File: src/hw/rtl/srsw_pkg.sv
package srsw_pkg;

    // Frame slots tracked by the acknowledge map
    localparam int FRAME_SLOTS = 256;
    localparam int SLOT_W      = $clog2(FRAME_SLOTS);
    localparam int HEAD_W      = $clog2(FRAME_SLOTS + 1);

    localparam int FRAME_W = 8;
    localparam int WIN_W   = 5;
    localparam int HEAD_OUT_W = 9;
    localparam int CFG_IDX_W  = 1;
    localparam int CFG_DATA_W = 8;

    // Register indexes
    localparam logic [CFG_IDX_W-1:0] CFG_WINDOW_SIZE = 1'd0;
    localparam logic [CFG_IDX_W-1:0] CFG_LAST_FRAME  = 1'd1;

    // Opcodes
    localparam logic [1:0] OP_SEND = 2'd0;
    localparam logic [1:0] OP_ACK  = 2'd1;
    localparam logic [1:0] OP_NAK  = 2'd2;

    // Reset values
    localparam logic [WIN_W-1:0]   WINDOW_SIZE_RST = 5'd5;
    localparam logic [FRAME_W-1:0] LAST_FRAME_RST  = 8'd1;
    localparam logic [HEAD_W-1:0]  HEAD_RST        = HEAD_W'(1);

    typedef struct packed {
        logic [1:0]         opcode;
        logic [FRAME_W-1:0] frame_number;
    } t_in_item;

    typedef struct packed {
        logic                  send_valid;
        logic [FRAME_W-1:0]    send_frame;
        logic                  is_resend;
        logic [HEAD_OUT_W-1:0] window_head;
        logic                  all_acked;
    } t_out_item;

    // Acknowledge request into the map
    typedef struct packed {
        logic               valid;
        logic [FRAME_W-1:0] slot;
    } t_map_req;

    typedef struct packed {
        logic              busy;
        logic [HEAD_W-1:0] head;
    } t_map_stat;

endpackage

File: src/hw/rtl/srsw_ack_map.sv
module srsw_ack_map (
    input  logic               i_clk,
    input  logic               i_rst_n,
    input  srsw_pkg::t_map_req  i_req,
    output srsw_pkg::t_map_stat o_stat
);
    import srsw_pkg::*;

    typedef enum logic [1:0] {
        M_CLEAR,
        M_IDLE,
        M_READ,
        M_CHECK
    } t_mstate;

    t_mstate             r_state;
    logic [SLOT_W-1:0]   r_clr_addr;
    logic [HEAD_W-1:0]   r_head;
    logic                r_rd_data;

    logic                mem [FRAME_SLOTS];

    logic                we;
    logic [SLOT_W-1:0]   waddr;
    logic                wdata;
    logic [SLOT_W-1:0]   raddr;
    logic                slot_ok;
    logic                head_in_range;

    assign slot_ok       = 9'(i_req.slot) < 9'(FRAME_SLOTS);
    assign head_in_range = r_head < HEAD_W'(FRAME_SLOTS);
    assign raddr         = r_head[SLOT_W-1:0];

    always_comb begin
        we    = 1'b0;
        waddr = r_clr_addr;
        wdata = 1'b0;
        case (r_state)
            M_CLEAR: begin
                we = 1'b1;
            end
            M_IDLE: begin
                if (i_req.valid && slot_ok) begin
                    we    = 1'b1;
                    waddr = i_req.slot[SLOT_W-1:0];
                    wdata = 1'b1;
                end
            end
            default: begin
                we = 1'b0;
            end
        endcase
    end

    always_ff @(posedge i_clk) begin
        if (we) begin
            mem[waddr] <= wdata;
        end
        r_rd_data <= mem[raddr];
    end

    always_ff @(posedge i_clk) begin
        if (!i_rst_n) begin
            r_state    <= M_CLEAR;
            r_clr_addr <= '0;
            r_head     <= HEAD_RST;
        end else begin
            case (r_state)
                M_CLEAR: begin
                    r_clr_addr <= r_clr_addr + 1'b1;
                    if (r_clr_addr == SLOT_W'(FRAME_SLOTS - 1)) begin
                        r_state <= M_IDLE;
                    end
                end
                M_IDLE: begin
                    if (i_req.valid && slot_ok) begin
                        r_state <= M_READ;
                    end
                end
                M_READ: begin
                    // stop at the end of the slot range
                    r_state <= head_in_range ? M_CHECK : M_IDLE;
                end
                M_CHECK: begin
                    if (r_rd_data) begin
                        r_head  <= r_head + 1'b1;
                        r_state <= M_READ;
                    end else begin
                        r_state <= M_IDLE;
                    end
                end
                default: begin
                    r_state <= M_IDLE;
                end
            endcase
        end
    end

    // A pending request counts as busy so the caller never sees a stale head
    assign o_stat.busy = (r_state != M_IDLE) || i_req.valid;
    assign o_stat.head = r_head;

endmodule

File: src/hw/rtl/selective_repeat_send_window_top.sv
// Channel | Direction | Handshake                     | Payload
// --------+-----------+-------------------------------+-----------------------------
// in      | in        | i_in_valid / o_in_ready       | i_in_data  (t_in_item)
// out     | out       | o_out_valid / i_out_ready     | o_out_data (t_out_item)
// cfg     | in        | i_cfg_valid / o_cfg_ready     | i_cfg_index, i_cfg_data
//
// A request is taken only in T_IDLE. Send, NAK and unused requests pass through T_EXEC and T_EMIT;
// T_EMIT loads the result once the output register is free. An ACK also waits in T_WAIT_MAP while
// the map moves the head over acked slots up to FRAME_SLOTS (read, then test the registered bit).
// After reset a clearing pass over all FRAME_SLOTS (256) slots empties the map; no
// request is taken meanwhile, configuration writes are.
// A stalled result stays in the output register while the next request is processed.
module selective_repeat_send_window_top (
    input  logic                                i_clk,
    input  logic                                i_rst_n,
    input  logic                                i_in_valid,
    output logic                                o_in_ready,
    input  srsw_pkg::t_in_item                  i_in_data,
    output logic                                o_out_valid,
    input  logic                                i_out_ready,
    output srsw_pkg::t_out_item                 o_out_data,
    input  logic                                i_cfg_valid,
    output logic                                o_cfg_ready,
    input  logic [srsw_pkg::CFG_IDX_W-1:0]      i_cfg_index,
    input  logic [srsw_pkg::CFG_DATA_W-1:0]     i_cfg_data
);
    import srsw_pkg::*;

    localparam int SUM_W = ((HEAD_W > WIN_W) ? HEAD_W : WIN_W) + 1;

    typedef enum logic [1:0] {
        T_IDLE,
        T_EXEC,
        T_WAIT_MAP,
        T_EMIT
    } t_state;

    t_state              r_state;
    logic [WIN_W-1:0]    r_window_size;
    logic [FRAME_W-1:0]  r_last_frame;
    logic [HEAD_W-1:0]   r_next_new;
    t_in_item            r_req;
    logic                r_send;
    logic [FRAME_W-1:0]  r_frame;
    logic                r_resend;
    t_map_req            r_map_req;
    logic                r_out_valid;
    t_out_item           r_out_data;

    t_map_stat           map_stat;
    logic                can_send;
    logic [SUM_W-1:0]    window_end;
    logic                out_free;

    srsw_ack_map u_ack_map (
        .i_clk   (i_clk),
        .i_rst_n (i_rst_n),
        .i_req   (r_map_req),
        .o_stat  (map_stat)
    );

    assign window_end = SUM_W'(map_stat.head) + SUM_W'(r_window_size);
    assign can_send   = (SUM_W'(r_next_new) < window_end)
                     && (9'(r_next_new) <= 9'(r_last_frame))
                     && (r_next_new < HEAD_W'(FRAME_SLOTS));
    assign out_free   = !r_out_valid || i_out_ready;

    assign o_in_ready  = (r_state == T_IDLE) && !map_stat.busy;
    assign o_cfg_ready = 1'b1;
    assign o_out_valid = r_out_valid;
    assign o_out_data  = r_out_data;

    always_ff @(posedge i_clk) begin
        if (!i_rst_n) begin
            r_state       <= T_IDLE;
            r_window_size <= WINDOW_SIZE_RST;
            r_last_frame  <= LAST_FRAME_RST;
            r_next_new    <= HEAD_RST;
            r_map_req     <= '0;
            r_out_valid   <= 1'b0;
        end else begin
            r_map_req.valid <= 1'b0;

            if (i_cfg_valid) begin
                case (i_cfg_index)
                    CFG_WINDOW_SIZE: r_window_size <= i_cfg_data[WIN_W-1:0];
                    CFG_LAST_FRAME:  r_last_frame  <= i_cfg_data[FRAME_W-1:0];
                    default: begin
                        r_last_frame <= r_last_frame;
                    end
                endcase
            end

            if (r_out_valid && i_out_ready) begin
                r_out_valid <= 1'b0;
            end

            case (r_state)
                T_IDLE: begin
                    if (i_in_valid && o_in_ready) begin
                        r_req   <= i_in_data;
                        r_state <= T_EXEC;
                    end
                end
                T_EXEC: begin
                    r_send   <= 1'b0;
                    r_frame  <= '0;
                    r_resend <= 1'b0;
                    r_state  <= T_EMIT;
                    case (r_req.opcode)
                        OP_SEND: begin
                            if (can_send) begin
                                r_send     <= 1'b1;
                                r_frame    <= FRAME_W'(r_next_new);
                                r_next_new <= r_next_new + 1'b1;
                            end
                        end
                        OP_ACK: begin
                            r_map_req.valid <= 1'b1;
                            r_map_req.slot  <= r_req.frame_number;
                            r_state         <= T_WAIT_MAP;
                        end
                        OP_NAK: begin
                            r_send   <= 1'b1;
                            r_frame  <= r_req.frame_number;
                            r_resend <= 1'b1;
                        end
                        default: begin
                            r_send <= 1'b0;
                        end
                    endcase
                end
                T_WAIT_MAP: begin
                    if (!map_stat.busy) begin
                        r_state <= T_EMIT;
                    end
                end
                T_EMIT: begin
                    // hold until the output register is free
                    if (out_free) begin
                        r_out_valid            <= 1'b1;
                        r_out_data.send_valid  <= r_send;
                        r_out_data.send_frame  <= r_frame;
                        r_out_data.is_resend   <= r_resend;
                        r_out_data.window_head <= HEAD_OUT_W'(map_stat.head);
                        r_out_data.all_acked   <= 9'(map_stat.head) > 9'(r_last_frame);
                        r_state                <= T_IDLE;
                    end
                end
                default: begin
                    r_state <= T_IDLE;
                end
            endcase
        end
    end

endmodule

File: config.mk
export PLATFORM = sky130hd
export DESIGN_NAME = selective_repeat_send_window_top
export DESIGN_NICKNAME = d
export VERILOG_FILES = /design/src/hw/rtl/srsw_pkg.sv /design/src/hw/rtl/srsw_ack_map.sv /design/src/hw/rtl/selective_repeat_send_window_top.sv
export SDC_FILE = /design/constraint.sdc
export NUM_CORES = 1
export LEC_CHECK = 0
export ABC_AREA = 1
export BUFFER_PORTS_ARGS = -buffer_cell sky130_fd_sc_hd__buf_2
export CAP_MARGIN = 20
export CORE_MARGIN = 5
export CORE_UTILIZATION = 67
export CTS_CLUSTER_SIZE = 40
export DETAILED_ROUTE_END_ITERATION = 10
export HOLD_SLACK_MARGIN = 0.02
export PLACE_DENSITY = 0.91
export REMOVE_ABC_BUFFERS = 1
export SLEW_MARGIN = 20
export SYNTH_ARGS = -nofsm -noshare
export SYNTH_HDL_FRONTEND = slang
export SYNTH_HIERARCHICAL = 1
export SYNTH_SLANG_ARGS = --single-unit
File: constraint.sdc
create_clock -name i_clk -period 7.55 [get_ports i_clk]
set_input_delay 1.51 -clock i_clk [delete_from_list [all_inputs] [get_ports i_clk]]
set_output_delay 1.51 -clock i_clk [all_outputs]
set_load 0.05 [all_outputs]
==> impl_metrics.py, run 1 <==
metrics = {
    "run_status": {
        "status": "complete, no violations",
    },
    "die": {
        "die_h_um": 167.7,
        "row_count": 57,
        "initial_utilization_pct": 68.29,
        "core-area_sq_um": 24390,
        "io_pins": 47,
        "die_x_um": 167.7,
        "dieArea_sq_um": 28110,
    },
    "sta": {
        "tightest_slew_ns": 1.088,
        "rsz0062_at_grt": "false",
        "finalCritPeriodShare_pct": 51.00,
        "fmax_ghz": 0.2597,
        "period_needed_ns": 3.851,
        "hold_violations": 0,
        "fin_skew_ns": 0.01331,
        "finalSetupViolCount": 0,
        "relSlewSlack_pct": 27.42,
        "fin_tns_setup_ns": 0,
        "holdWs_ns": 0.4267,
        "slew_viol_final": 0,
    },
    "detailed_routing": {
        "ant_nets": 0,
        "num_vias": 13220,
        "drc": 0,
        "routedWlPerCell_um": 18.66,
        "wl_um": 40960,
        "drt_iter0_drc": 2064,
        "via_per_inst": 6.021,
        "drt-pass1-iter-count": 7,
    },
    "global_route": {
        "grt_use_met1_pct": 37.05,
        "grt_pass1_vias": 12990,
        "busiest_layer": "met2",
        "grt_usage_pct": 28.62,
        "antenna_found_initial": 0,
        "use_met2_pct": 48.17,
        "met3_usage_pct": 5.351,
        "grt_max_degree": 143,
        "grt_pass1_wl_um": 65230,
        "overflow": 0,
    },
    "clocking": {
        "cts_buffer_depth": 3,
        "clockRootBuffer": "clkbuf_16",
        "cts_buffers": 36,
        "cts_resized": 0,
        "cts_tree": "yes",
        "cts_hold_buf": 0,
        "clock_latency_ns": 0.52,
        "clk_pin_slew_ns": 0.06,
        "postCtsSetupRepairBufs": 0,
        "htreeDepth": 2,
        "clock-sinks": 350,
    },
    "place": {
        "port_buffers": 45,
        "gp_congestion": 0.9262,
        "place_hpwl_um": 24770,
        "dpl_cell_area_sq_um": 16940,
    },
    "synthesis": {
        "netlist_area_sq_um": 16660,
        "synthArstFlopShare_pct": 0,
        "ys_seq_area_share_pct": 59.86,
        "synth_edf_count": 296,
        "synth_ff_type": "edfxtp_1",
        "yosys_warnings": 6,
        "synth_cell_types": 45,
        "ys_ff_latch": 350,
        "syn_avg_cell_area_sq_um": 9.013,
        "synthCells": 1848,
    },
    "worst_setup_path": {
        "endpoint_kind": "flip-flop",
        "critPathLaunch": "u_ack_map/r_head[0]$_SDFFE_PN1P_",
        "cp_data_required_time_ns": 7.88,
        "startpoint_type": "flip-flop",
        "crit_type": "reg2reg",
        "cp.arrival_ns": 4.18,
        "worstPathMaxFanout": 64,
        "r2r_start": "u_ack_map/r_head[0]$_SDFFE_PN1P_",
    },
    "final_layout": {
        "final_common_cell": "nor2_1",
        "multiInputGateArea_sq_um": 5599,
        "finalInstanceArea_sq_um": 18000,
        "syn_to_final_growth_pct": 8.090,
        "antenna_cells": 0,
        "fill_cells": 1540,
        "drive_gt1_share_pct": 7.376,
        "layout_common_cells": "nor2_1 (420), nand2_1 (405), edfxtp_1 (296)",
        "nNetsFinal": 1908,
        "utilization_pct": 73.81,
        "final-seq-area_sq_um": 9975,
    },
    "pwr": {
        "power_w": 0.004278,
        "ir_worst_vdd_uv": 185.4,
        "p_leak_nw": 7.013,
        "power_density_nw_per_um2": 237.6,
    },
    "hold_path": {
        "hold_class": "reg2reg",
        "hp-start": "r_frame[0]$_DFFE_PP_",
    },
    "job": {
        "drv_cap": 0,
    },
}
[area by class of cell]
class,count,share of cell area [%]
multi-input combinational,1226,31.10
timing repair buffer,54,1.647
tap,324,2.252
clock inverter,13,0.3544
inverter,178,3.718
sequential,350,55.40
clock buffer,50,5.525
[synthesized netlist by cell type, types with 7 or more instances]
library cell	count	area share, %
xor2_1	11	0.58
nand4_1	8	0.30
inv_2	8	0.18
a21oi_1	61	1.8
buf_2	28	0.84
nor2_2	9	0.34
nand2_1	405	9.1
o211ai_1	7	0.32
edfxtp_1	296	53
inv_1	167	3.8
dfxtp_1	54	6.5
clkbuf_1	57	1.3
o21ai_0	91	2.7
nand3_1	130	3.9
nor3_1	9	0.27
nor2_1	422	9.5
ha_1	37	2.8
[registers in the layout, indices dropped and copies added, names as in the netlist, 2 cells and up]
register	flops
u_ack_map/mem	256
r_last_frame	8
r_frame	8
u_ack_map/r_clr_addr	8
r_req	10
r_state	2
r_window_size	5
o_out_data	20
u_ack_map/r_state	2
u_ack_map/r_head	9
r_map_req	9
r_next_new	9
[where the power goes]
part	switching (W)	internal [W]	total, W
logic	0.000376	0.000117	0.000494
clock network	0.000700	0.000920	0.00162
registers	0.0000377	0.00213	0.00217
total	0.00111	0.00316	0.00428
[final timing paths]
check / to / slack (ns) / cells after the start
worst max-delay path: r_frame[7]$_DFFE_PP_ / 3.70 / 17
worst min-delay path: o_out_data[11]$_DFFE_PP_ / 0.43 / 0
worst max register to register: r_frame[7]$_DFFE_PP_ / 3.70 / 17
worst min register to register: o_out_data[11]$_DFFE_PP_ / 0.43 / 0
[worst max-delay path: stages (launching register included)]
cell and delay, ns:
dfxtp_4 0.80, ha_1 0.31, inv_1 0.06, fa_1 0.39
o21ai_0 0.29, nand2_1 0.09, a21oi_1 0.22, xnor2_1 0.15
ha_1 0.25, nand2_1 0.07, inv_1 0.04, nand2_1 0.05
nand2_1 0.06, nand2_1 0.07, nand2_1 0.07, nand2_2 0.23
nand2_1 0.23, o21ai_0 0.29
[cell families after synthesis]
family / count (synthesis) / share of synthesized area [%]
and+or+nand+nor: 1001 / 24.35
DFF: 350 / 59.86
buffers and inverters: 272 / 6.558
AOI/OAI and AO/OA: 171 / 5.514
adders and majority gates: 38 / 2.900
xor gates and xnor gates: 14 / 0.7362
other: 1 / 0.02251
muxes: 1 / 0.06010
[metrics by stage]
step | instances | setup slack (ns)
global placement | 2132 | 4.038
floorplan | 1754 | 2.491
global route | 2195 | 3.434
CTS | 2195 | 3.735
detailed placement | 2132 | 3.889
finish | 2195 | 3.699
[routing by layer]
layer,share of wire (%),vias to the layer above
met5,0,-
met4,4.4,0
met3,12,200
met2,49,902
met1,34,6094
li1,-,6019
Note: power is estimated with default switching activity, not from simulation.
==> run 2: changes to the inputs <==
Settings changed: ABC_AREA 1 to 0, CORE_UTILIZATION 67 to 62, PLACE_DENSITY 0.91 to 0.85.
Clock period 7.55 ns to 4 ns, I/O delays scaled along.
==> run 2 against run 1 <==
  * Register-to-register slack lost 3.2 ns
  * Clock skew grew 0.012 ns
  * Flip-flop and latch count is the same
  * Clock power grew 100%
  * Setup slack lost 3.2 ns
  * Largest cell class unchanged
  * First-iteration DRC count shrank 32%
  * Count of clock-buffer cells in the layout shrank 2
  * Combinational power shrank 40%
  * Critical endpoint is now r_next_new[3]$_SDFFE_PN0P_
  * Total power grew 77%
  * Sequential share of layout area grew 1.1 points
  * Synthesized cell count shrank 32%
==> impl_metrics.py, run 2 <==
metrics = {
    "run_status": {
        "status": "complete, no violations",
    },
    "global_route": {
        "grt_pass1_vias": 10520,
        "grt_usage_pct": 25.19,
        "overflow": 0,
        "grt_max_degree": 137,
        "antenna_found_initial": 0,
        "grt_pass1_wl_um": 56960,
    },
    "worst_setup_path": {
        "crit_end": "r_next_new[3]$_SDFFE_PN0P_",
        "cp_cell_sequence": "ha_1 > inv_1 > fa_1 > nor2b_1 > o21a_1 > o21ai_0 > nand2b_1 > nand2_1 > xor2_1 > ha_1 > nor4_1 > o21ai_0 > a41oi_1 > a311oi_2 > buf_4 > or4_1 > a21oi_1",
        "endpoint_kind": "flip-flop",
        "r2r_slack_ns": 0.45,
        "cp_data_required_time_ns": 4.43,
        "worst_path_max_delay_cell": "or4_1",
        "crit_type": "reg2reg",
        "worst-r2r-cell-count": 17,
        "r2r_start": "r_window_size[0]$_SDFFE_PN1P_",
        "max_stage_delay_ns": 0.52,
        "critPathLaunch": "r_window_size[0]$_SDFFE_PN1P_",
        "worstPathMaxFanout": 14,
        "startpoint_type": "flip-flop",
        "r2r-end": "r_next_new[3]$_SDFFE_PN0P_",
        "cp.arrival_ns": 3.97,
    },
    "job": {
        "drv_cap": 0,
    },
    "synthesis": {
        "synth_common_cells": "edfxtp_1 (296), nor2_1 (286), nand2_1 (76)",
        "synth_cell_types": 67,
        "synth_edf_count": 296,
        "ys_seq_area_share_pct": 62.25,
        "synth_area_leaders": "edfxtp_1 (55%), mux4_2 (7.0%), dfxtp_1 (6.8%)",
        "synth_ff_type": "edfxtp_1",
        "ys_ff_latch": 350,
        "syn_avg_cell_area_sq_um": 12.73,
        "synthArstFlopShare_pct": 0,
        "synthMostInstantiatedCell": "edfxtp_1",
        "yosys_warnings": 6,
        "netlist_area_sq_um": 16020,
        "yosys.area.top_type": "edfxtp_1",
        "synthCells": 1258,
        "yosys.area.top_type_share_pct": 55.50,
    },
    "detailed_routing": {
        "routedWlPerCell_um": 22.28,
        "ant_nets": 0,
        "drt-pass1-iter-count": 6,
        "via_per_inst": 6.406,
        "drt_iter0_drc": 1403,
        "drc": 0,
        "wl_um": 36790,
        "num_vias": 10580,
    },
    "die": {
        "core-area_sq_um": 25330,
        "dieArea_sq_um": 29150,
        "initial_utilization_pct": 63.23,
        "io_pins": 47,
        "row_count": 58,
        "die_x_um": 170.7,
        "die_h_um": 170.7,
    },
    "clocking": {
        "clock-sinks": 350,
        "cts_buffer_depth": 3,
        "htreeDepth": 2,
        "cts_buffers": 36,
        "clockRootBuffer": "clkbuf_16",
        "cts_hold_buf": 0,
        "clk_pin_slew_ns": 0.06,
        "cts_resized": 0,
        "clock_latency_ns": 0.52,
        "cts_tree": "yes",
        "postCtsSetupRepairBufs": 0,
    },
    "sta": {
        "relSlewSlack_pct": 28.14,
        "hold_violations": 0,
        "fin_tns_setup_ns": 0,
        "finalCritPeriodShare_pct": 88.68,
        "slew_viol_final": 0,
        "period_needed_ns": 3.547,
        "fmax_ghz": 0.2819,
        "fin_skew_ns": 0.02544,
        "rsz0062_at_grt": "false",
        "finalSetupViolCount": 0,
        "tightest_slew_ns": 1.077,
    },
    "pwr": {
        "p_int_w": 0.006002,
        "pwr-share-seq_pct": 52.7,
        "power.switching_w": 0.001564,
        "ir_worst_vdd_uv": 291.4,
        "p_comb_share_pct": 3.9,
        "p_leak_nw": 5.221,
        "power_w": 0.007566,
        "power_density_nw_per_um2": 428.1,
        "pwr-share-clk_pct": 43.4,
        "swShare_pct": 20.68,
    },
    "final_layout": {
        "layout_common_cells": "edfxtp_1 (296), nor2_1 (285), nand2_1 (76)",
        "finalInstanceArea_sq_um": 17670,
        "final_common_cell": "edfxtp_1",
        "nNetsFinal": 1355,
        "syn_to_final_growth_pct": 10.34,
        "antenna_cells": 0,
        "regMostFlops": "u_ack_map/mem",
        "largest_reg_flops": 256,
        "fill_cells": 1608,
        "drive_gt1_share_pct": 15.37,
    },
    "hold_path": {
        "min_path_cells": 0,
        "hold_class": "reg2reg",
        "hp-start": "r_frame[3]$_DFFE_PP_",
    },
    "place": {
        "place_hpwl_um": 22110,
        "port_buffers": 45,
        "gp_congestion": 0.8647,
        "dpl_cell_area_sq_um": 16500,
    },
}
-- run 2: worst min path at each step --
stage | endpoint | slack (ns)
6_report | o_out_data[14]$_DFFE_PP_ | 0.42
5_1_grt | o_out_data[10]$_DFFE_PP_ | 0.43
4_1_cts | o_out_data[13]$_DFFE_PP_ | 0.42
3_5_place_dp | o_out_data[12]$_DFFE_PP_ | 0.41
3_3_place_gp | o_out_data[10]$_DFFE_PP_ | 0.40
2_1_floorplan | o_out_data[10]$_DFFE_PP_ | 0.40
-- run 2: cell type report --
type,count,area [sq um],area share [%]
Sequential cell,350,9978,56.46
Multi-Input combinational cell,804,5559,31.46
Clock buffer,48,988.4,5.593
Timing Repair Buffer,75,454.2,2.570
Tap cell,330,412.9,2.336
Clock inverter,18,176.4,0.9983
Inverter,26,102.6,0.5806
-- run 2: through the flow --
step	cells	setup slack (ns)	utilization (%)	hold slack, ns
floorplan	1180	-1.764	-	0.4003
global placement	1585	0.6822	65.16	0.4041
detailed placement	1585	0.5216	65.16	0.4128
CTS	1651	0.4768	69.76	0.4245
global route	1651	0.2143	69.78	0.4345
finish	1651	0.4527	69.78	0.4238
-- run 2: cell families (layout without fill, tap and decap cells) --
logic type / Yosys count / count (layout) / share of synthesized area (%)
and+or+nand+nor: 507 / 507 / 14.05
AOI/OAI and AO/OA: 132 / 132 / 5.914
DFF: 350 / 350 / 62.25
muxes: 106 / 106 / 10.60
adders and majority gates: 38 / 38 / 3.016
buffers and inverters: 104 / 167 / 3.055
other: 1 / 1 / 0.02342
xor gates and xnor gates: 20 / 20 / 1.094
-- run 2: power groups by stage --
stage	logic (W)	registers (W)	clock network, W
finish	0.000296	0.00399	0.00328
global route	0.000327	0.00399	0.00348
CTS	0.000291	0.00399	0.00332
detailed placement	0.000288	0.00406	0
global placement	0.000277	0.00406	0
floorplan	0.000186	0.00406	0
-- run 2: per-layer routing --
metal | GRT usage (%) | vias to the layer above | share of wire (%)
li1 | - | 4690 | -
met1 | 32.48 | 5104 | 36
met2 | 42.16 | 669 | 49
met3 | 6.238 | 114 | 11
met4 | 8.819 | 0 | 3.3
met5 | 0 | - | 0
-- run 2: worst max-delay path, delay by kind of cell, from the launching register on --
kind	cells	cell delay, ns
DFF	1	0.35
AOI/OAI and AO/OA	6	0.73
xor gates and xnor gates	1	0.16
adders and majority gates	3	0.83
buffers and inverters	2	0.28
and+or+nand+nor	5	1.09
